===== config.mk =====
export PLATFORM = sky130hd
export DESIGN_NAME = lcm_via_euclid_gcd_top
export DESIGN_NICKNAME = d
export VERILOG_FILES = /design/src/rtl/lcm_pkg.sv /design/src/rtl/lcm_dp.sv /design/src/rtl/lcm_ctrl.sv /design/src/rtl/lcm_via_euclid_gcd_top.sv
export SDC_FILE = /design/constraint.sdc
export NUM_CORES = 2
export LEC_CHECK = 0
export BUFFER_PORTS_ARGS = -buffer_cell sky130_fd_sc_hd__buf_4
export CAP_MARGIN = 20
export CELL_PAD_IN_SITES_DETAIL_PLACEMENT = 1
export CELL_PAD_IN_SITES_GLOBAL_PLACEMENT = 2
export CORE_UTILIZATION = 35
export CTS_BUF_LIST = sky130_fd_sc_hd__clkbuf_4 sky130_fd_sc_hd__clkbuf_8
export CTS_CLUSTER_SIZE = 16
export DETAILED_ROUTE_END_ITERATION = 8
export HOLD_SLACK_MARGIN = 0.03
export PLACE_DENSITY_LB_ADDON = 0.1
export RECOVER_POWER = 50
export SETUP_SLACK_MARGIN = 0.15
export SYNTH_ARGS = -nofsm -noshare
export SYNTH_HDL_FRONTEND = slang
export SYNTH_HIERARCHICAL = 1
export SYNTH_SLANG_ARGS = --single-unit

===== constraint.sdc =====
create_clock -name clk -period 10.9 [get_ports clk]
set_input_delay 1.635 -clock clk [delete_from_list [all_inputs] [get_ports clk]]
set_output_delay 1.635 -clock clk [all_outputs]
set_load 0.02 [all_outputs]

===== src/rtl/lcm_pkg.sv =====
// ----------------------------------------------------------------------------
// lcm_pkg
// shared types for the lcm controller and datapath
// ----------------------------------------------------------------------------
package lcm_pkg;

    localparam int RES_W = 64;

    // controller to datapath
    typedef struct packed {
        logic load;       // capture operands
        logic zero_res;   // result forced to zero
        logic gcd_load;   // divider gets p / q
        logic quot_load;  // divider gets first operand / gcd
        logic div_step;   // one restoring division step
        logic swap;       // p <= q, q <= remainder
        logic mul;        // quotient times second operand
    } cmd_t;

    // datapath to controller
    typedef struct packed {
        logic any_zero;
        logic q_zero;
    } status_t;

endpackage


===== src/rtl/lcm_dp.sv =====
// ----------------------------------------------------------------------------
// lcm_dp
// operand registers, shared bit-serial divider and result multiplier
// ----------------------------------------------------------------------------
module lcm_dp #(
    parameter int W = 32
) (
    input  logic                clk,
    input  logic [31:0]         first_value,
    input  logic [31:0]         second_value,
    input  lcm_pkg::cmd_t       cmd,
    output lcm_pkg::status_t    status,
    output logic [63:0]         multiple
);
    import lcm_pkg::*;

    logic [W-1:0]     a0_reg, b0_reg;
    logic [W-1:0]     p_reg, q_reg;
    logic [W-1:0]     dvd_reg, dvd_next;
    logic [W-1:0]     dvs_reg, dvs_next;
    logic [W-1:0]     rr_reg, rr_next;
    logic [RES_W-1:0] res_reg, res_next;
    logic [W:0]       trial;
    logic [W:0]       diff;
    logic [2*W-1:0]   prod;

    // restoring division step
    assign trial = {rr_reg, dvd_reg[W-1]};
    assign diff  = trial - {1'b0, dvs_reg};
    assign prod  = dvd_reg * b0_reg;

    always_comb
    begin
        dvd_next = dvd_reg;
        dvs_next = dvs_reg;
        rr_next  = rr_reg;
        res_next = res_reg;
        if (cmd.gcd_load)
        begin
            dvd_next = p_reg;
            dvs_next = q_reg;
            rr_next  = '0;
        end
        else if (cmd.quot_load)
        begin
            dvd_next = a0_reg;
            dvs_next = p_reg;
            rr_next  = '0;
        end
        else if (cmd.div_step)
        begin
            if (!diff[W])
            begin
                rr_next  = diff[W-1:0];
                dvd_next = {dvd_reg[W-2:0], 1'b1};
            end
            else
            begin
                rr_next  = trial[W-1:0];
                dvd_next = {dvd_reg[W-2:0], 1'b0};
            end
        end
        if (cmd.zero_res)
            res_next = '0;
        else if (cmd.mul)
            res_next = RES_W'(prod);
    end

    always_ff @(posedge clk)
    begin
        if (cmd.load)
        begin
            a0_reg <= first_value[W-1:0];
            b0_reg <= second_value[W-1:0];
            p_reg  <= first_value[W-1:0];
            q_reg  <= second_value[W-1:0];
        end
        else if (cmd.swap)
        begin
            p_reg <= q_reg;
            q_reg <= rr_reg;
        end
        dvd_reg <= dvd_next;
        dvs_reg <= dvs_next;
        rr_reg  <= rr_next;
        res_reg <= res_next;
    end

    assign status.any_zero = (a0_reg == '0) || (b0_reg == '0);
    assign status.q_zero   = (q_reg == '0);
    assign multiple        = res_reg;

endmodule


===== src/rtl/lcm_ctrl.sv =====
// ----------------------------------------------------------------------------
// lcm_ctrl
// sequencer for the euclid loop, quotient division and multiply
// ----------------------------------------------------------------------------
module lcm_ctrl #(
    parameter int W = 32
) (
    input  logic                clk,
    input  logic                rst_n,
    input  logic                start,
    input  lcm_pkg::status_t    status,
    output lcm_pkg::cmd_t       cmd,
    output logic                busy,
    output logic                done
);
    import lcm_pkg::*;

    localparam int CW = $clog2(W);

    localparam logic [3:0] S_IDLE      = 4'd0;
    localparam logic [3:0] S_CHK       = 4'd1;
    localparam logic [3:0] S_GCD_LOAD  = 4'd2;
    localparam logic [3:0] S_GCD_DIV   = 4'd3;
    localparam logic [3:0] S_GCD_SWAP  = 4'd4;
    localparam logic [3:0] S_QUOT_LOAD = 4'd5;
    localparam logic [3:0] S_QUOT_DIV  = 4'd6;
    localparam logic [3:0] S_MUL       = 4'd7;
    localparam logic [3:0] S_OUT       = 4'd8;

    logic [3:0]    state_reg, state_next;
    logic [CW-1:0] cnt_reg, cnt_next;
    logic          last;

    assign last = (cnt_reg == CW'(W - 1));

    always_comb
    begin
        state_next = state_reg;
        cnt_next   = cnt_reg;
        cmd        = '0;
        case (state_reg)
            S_IDLE:
            begin
                if (start)
                begin
                    cmd.load   = 1'b1;
                    state_next = S_CHK;
                end
            end
            S_CHK:
            begin
                if (status.any_zero)
                begin
                    cmd.zero_res = 1'b1;
                    state_next   = S_OUT;
                end
                else
                    state_next = S_GCD_LOAD;
            end
            S_GCD_LOAD:
            begin
                cnt_next = '0;
                if (status.q_zero)
                    state_next = S_QUOT_LOAD;
                else
                begin
                    cmd.gcd_load = 1'b1;
                    state_next   = S_GCD_DIV;
                end
            end
            S_GCD_DIV:
            begin
                cmd.div_step = 1'b1;
                cnt_next     = cnt_reg + 1'b1;
                if (last)
                    state_next = S_GCD_SWAP;
            end
            S_GCD_SWAP:
            begin
                cmd.swap   = 1'b1;
                state_next = S_GCD_LOAD;
            end
            S_QUOT_LOAD:
            begin
                cmd.quot_load = 1'b1;
                cnt_next      = '0;
                state_next    = S_QUOT_DIV;
            end
            S_QUOT_DIV:
            begin
                cmd.div_step = 1'b1;
                cnt_next     = cnt_reg + 1'b1;
                if (last)
                    state_next = S_MUL;
            end
            S_MUL:
            begin
                cmd.mul    = 1'b1;
                state_next = S_OUT;
            end
            S_OUT:
                state_next = S_IDLE;
            default:
                state_next = S_IDLE;
        endcase
    end

    always_ff @(posedge clk or negedge rst_n)
    begin
        if (!rst_n)
        begin
            state_reg <= S_IDLE;
            cnt_reg   <= '0;
        end
        else
        begin
            state_reg <= state_next;
            cnt_reg   <= cnt_next;
        end
    end

    assign busy = (state_reg != S_IDLE);
    assign done = (state_reg == S_OUT);

    // accepted command always goes to the operand check
    a_start: assert property (@(posedge clk) disable iff (!rst_n)
        (start && !busy) |=> (state_reg == S_CHK))
        else $error("accepted command did not reach operand check");

    // gcd division ends after exactly the last step
    a_gcd_end: assert property (@(posedge clk) disable iff (!rst_n)
        (state_reg == S_GCD_DIV && last) |=> (state_reg == S_GCD_SWAP))
        else $error("gcd division did not end on last step");

    // result strobe lasts one cycle and frees the block
    a_done: assert property (@(posedge clk) disable iff (!rst_n)
        done |=> (!done && !busy))
        else $error("result strobe longer than one cycle");

    // operands with a zero never reach the divider
    a_zero: assert property (@(posedge clk) disable iff (!rst_n)
        (state_reg == S_CHK && status.any_zero) |=> (state_reg == S_OUT))
        else $error("zero operand not short-cut");

endmodule


===== src/rtl/lcm_via_euclid_gcd_top.sv =====
// ----------------------------------------------------------------------------
// lcm_via_euclid_gcd_top
// least common multiple of two unsigned operands via euclid's gcd
// ----------------------------------------------------------------------------
// usage
//   command channel: drive first_value and second_value and raise start;
//   the transfer happens at the rising edge where start is high and busy
//   is low. only the low OPERAND_WIDTH bits of each operand are used.
//   result channel: multiple is valid for exactly one cycle, marked by
//   done; the receiver cannot stall, so it must take it in that cycle.
// timing
//   all work goes through one bit-serial restoring divider, one quotient
//   bit per cycle; each euclid step is a load, W division steps and a
//   swap, with W = OPERAND_WIDTH. after the euclid remainder steps come
//   the quotient load, W division steps, the multiply and the done cycle;
//   a zero operand short-cuts past the divider to the done cycle.
//   busy stays high until the done cycle has passed, so the next command
//   can transfer in the cycle after done; one command is in flight.
// reset
//   rst_n clears the sequencer to idle and drops any command in flight;
//   no stray done strobe follows.
// ----------------------------------------------------------------------------
module lcm_via_euclid_gcd_top #(
    parameter int OPERAND_WIDTH = 32
) (
    input  logic        clk,
    input  logic        rst_n,
    input  logic        start,
    output logic        busy,
    input  logic [31:0] first_value,
    input  logic [31:0] second_value,
    output logic        done,
    output logic [63:0] multiple
);
    import lcm_pkg::*;

    // command and status between sequencer and datapath
    cmd_t    cmd;
    status_t status;

    // sequencer: euclid loop, quotient division, multiply, strobe
    lcm_ctrl #(
        .W (OPERAND_WIDTH)
    ) u_ctrl (
        .clk    (clk),
        .rst_n  (rst_n),
        .start  (start),
        .status (status),
        .cmd    (cmd),
        .busy   (busy),
        .done   (done)
    );

    // datapath: operand registers, shared divider, result register
    lcm_dp #(
        .W (OPERAND_WIDTH)
    ) u_dp (
        .clk          (clk),
        .first_value  (first_value),
        .second_value (second_value),
        .cmd          (cmd),
        .status       (status),
        .multiple     (multiple)
    );

endmodule

==> run metrics <==
status complete, but fails checks; failing checks DRC, capacitance limit, slew limit; final WL approximately 150 mm; root buffer cell clkbuf_8; FF-to-FF End u_dp/multiple[43]$_SDFFE_PP0P_; RSZ-0062 raised after global routing false; Tcrit/Tclk final between 80% and 90%; # nets final ~6100; CP Data Arrival Time approximately 9.3 ns; synth warn 6; Most common cell on crit path fa_1; fin. max-slew vios ~170; Synth cell types 88; Crit-path slowest cell edfxtp_1; CTS tree yes; grt total ovfl 0; Worst Setup SP u_dp/b0_reg[5]$_DFFE_PP_; routed length per instance between 20 and 25 um; ys async rst share between 3 and 4%; critical path type reg -> reg; die width roughly 370 um; Post-synth EDFFs roughly 190; hold crit path type reg -> reg; final hold violation count 0; Req. time, crit path ~11 ns; Critical Path End Type flop; Setup Skew slightly below 0.05 ns; gr usage total 22.9%; worst skew pair latency 0.74 ns; Synth Instances ~4900; dominant synthesized flop cell edfxtp_1; minimum clock period roughly 9 ns; Max-slew headroom -161%; Reg clk slew, reported paths ~0.06 ns; routed vias roughly 33000; critical-path maximum fanout 19; Vias/cell about 5.0; CP cell instances clkbuf_1 -> and2_1 -> fa_1 -> fa_1 -> fa_1 -> inv_1 -> fa_1 -> inv_1 -> fa_1 -> fa_1 -> fa_1 -> fa_1 -> ha_1 -> nand2_1 -> o21ai_0 -> or3_1 -> nand4_1 -> a21oi_1 -> nor2_1 -> o21ai_0 -> a21boi_0 -> xor2_1 -> o22ai_1; Num CTS Buffers 58; DRT iter0 DRCs between 1000 and 1500; post-DP HPWL 119 mm; f_max between 100 and 150 MHz; synthesized area between 40000 and 50000 um^2; number of global-route vias before repair 37100; core area about 130000 um^2; initial antenna violation count 3; setup TNS 0 ns; critical path launch point type flop; Core Rows around 130; FF-to-FF setup slack 2.15 ns; Top Ports around 130; die area between 100000 and 150000 um^2; syn_area_per_cell between 9 and 10 um^2; routability congestion estimate approximately 0.83; worst r2r src u_dp/b0_reg[5]$_DFFE_PP_; first-pass GRT wire length 234 mm; # Max-Cap Violations 3; hold_ws 0.468 ns; buffer depth of the longest clock path 3; Reg2Reg Depth 23; router iterations before antenna repair 7; largest net degree at the start of global routing 67; post-synthesis sequential area ratio about 17%; post-route ant nets 0; slowest stage delay, CP roughly 0.74 ns; postcts setup bufs 0; hold_buf cts 0; Final setup violation count 0; Area Overhead vs Synth 7.47%; post_cts resized 0; H-tree levels 2; Synth Net Count 6119; initial core utilization a little over a third; #FFs+latches synth between 200 and 300; Die H ~370 um; measured slew at the worst slew-check pin between 3 and 4 ns; Largest register FFs 64; share of post-route cells with drive strength above 1 6.38%; clk sinks 297; critical path capture point u_dp/multiple[43]$_SDFFE_PP0P_; DRC viols 8; IO buf count roughly 130
-- metrics by stage --
stage,instances,util (%),setup WS [ns],cell area [um^2]
after global placement,6559,37.3,2.23,49900
after floorplan,4858,-,3.68,47200
after detailed placement,6562,37.4,2.21,50000
final,6675,37.9,2.15,50700
after global routing,6672,37.9,1.60,50700
after CTS,6671,38.3,2.15,51200
-- kinds of logic (layout without fill, tap and decap cells) --
kind of cell    after synthesis  count (layout)  synth area share (%)
simple gates               1457            1457                  15.7
mux                         191             191                  4.31
fa+ha+maj                  1196            1196                  46.0
flops                       297             297                  16.8
buf+inv                    1195            1240                  9.67
compound gates              436             436                  5.96
xor+xnor                     86              86                  1.64
other cells                   0               4                     0
-- worst max-delay path, delay by kind of cell (launching register included) --
family / cells / cell delay [ns]
adder cells (fa/ha/maj): 9 / 4.34
AND/OR/NAND/NOR: 5 / 0.81
buffers and inverters: 3 / 0.84
AO/OA/AOI/OAI: 5 / 1.66
XOR/XNOR: 1 / 0.18
flip-flops: 1 / 0.74
-- cell type report --
cell class	instances	area, um^2
tap	1768	2210
clock inverter	16	123
antenna	4	10.0
multi-input combinational	3366	34700
sequential	297	7910
timing repair buffer	213	1180
fill	15200	82900
inverter	918	3450
clock buffer	93	1090
-- routing by layer --
layer / track usage (%) / up-vias / part of all wire (%)
li1: - / 15000 / -
met1: 28.9 / 17600 / 42
met2: 42.1 / 357 / 53
met3: 1.50 / 140 / 2.0
met4: 5.63 / 0 / 2.4
met5: 0 / - / 0
-- synth_stat cells (all sizes together), types with 26 or more instances --
cell / instances / share of area [%]
a21o: 56 / 0.89
and2: 584 / 7.7
inv: 918 / 7.3
a211oi: 30 / 0.49
nor2: 126 / 1.0
o21ai: 107 / 1.2
nand3: 28 / 0.30
xnor2: 56 / 1.0
ha: 297 / 7.9
fa: 897 / 38
clkbuf: 258 / 2.1
xor2: 30 / 0.60
edfxtp: 192 / 12
mux2: 95 / 2.3
a21oi: 127 / 1.4
dfxtp: 96 / 4.1
nand2: 572 / 4.6
nor4: 26 / 0.39
mux2i: 96 / 2.0
-- how the worst min path moves through the flow --
stage | from | to | slack (ns) | cells after the start
2_1_floorplan | u_dp/rr_reg[1]$_SDFFE_PP0P_ | u_dp/rr_reg[1]$_SDFFE_PP0P_ | 0.47 | 2
3_3_place_gp | u_dp/multiple[45]$_SDFFE_PP0P_ | u_dp/multiple[45]$_SDFFE_PP0P_ | 0.47 | 2
3_5_place_dp | u_dp/multiple[45]$_SDFFE_PP0P_ | u_dp/multiple[45]$_SDFFE_PP0P_ | 0.46 | 2
4_1_cts | u_dp/multiple[45]$_SDFFE_PP0P_ | u_dp/multiple[45]$_SDFFE_PP0P_ | 0.47 | 2
5_1_grt | u_dp/multiple[45]$_SDFFE_PP0P_ | u_dp/multiple[45]$_SDFFE_PP0P_ | 0.48 | 2
6_report | u_dp/multiple[45]$_SDFFE_PP0P_ | u_dp/multiple[45]$_SDFFE_PP0P_ | 0.47 | 2
-- placed cells by master (no fill, tap or decap), types with 96 or more instances in the layout --
master / count
a21oi_1: 123
inv_1: 917
ha_1: 297
and2_1: 584
nor2_1: 124
clkbuf_1: 131
mux2i_1: 96
dfxtp_1: 96
o21ai_0: 99
edfxtp_1: 192
nand2_1: 572
fa_1: 897
Power is left out: the tool's default activity adds up to more than one toggle a clock period on the data nets, which glitch-free logic cannot reach.
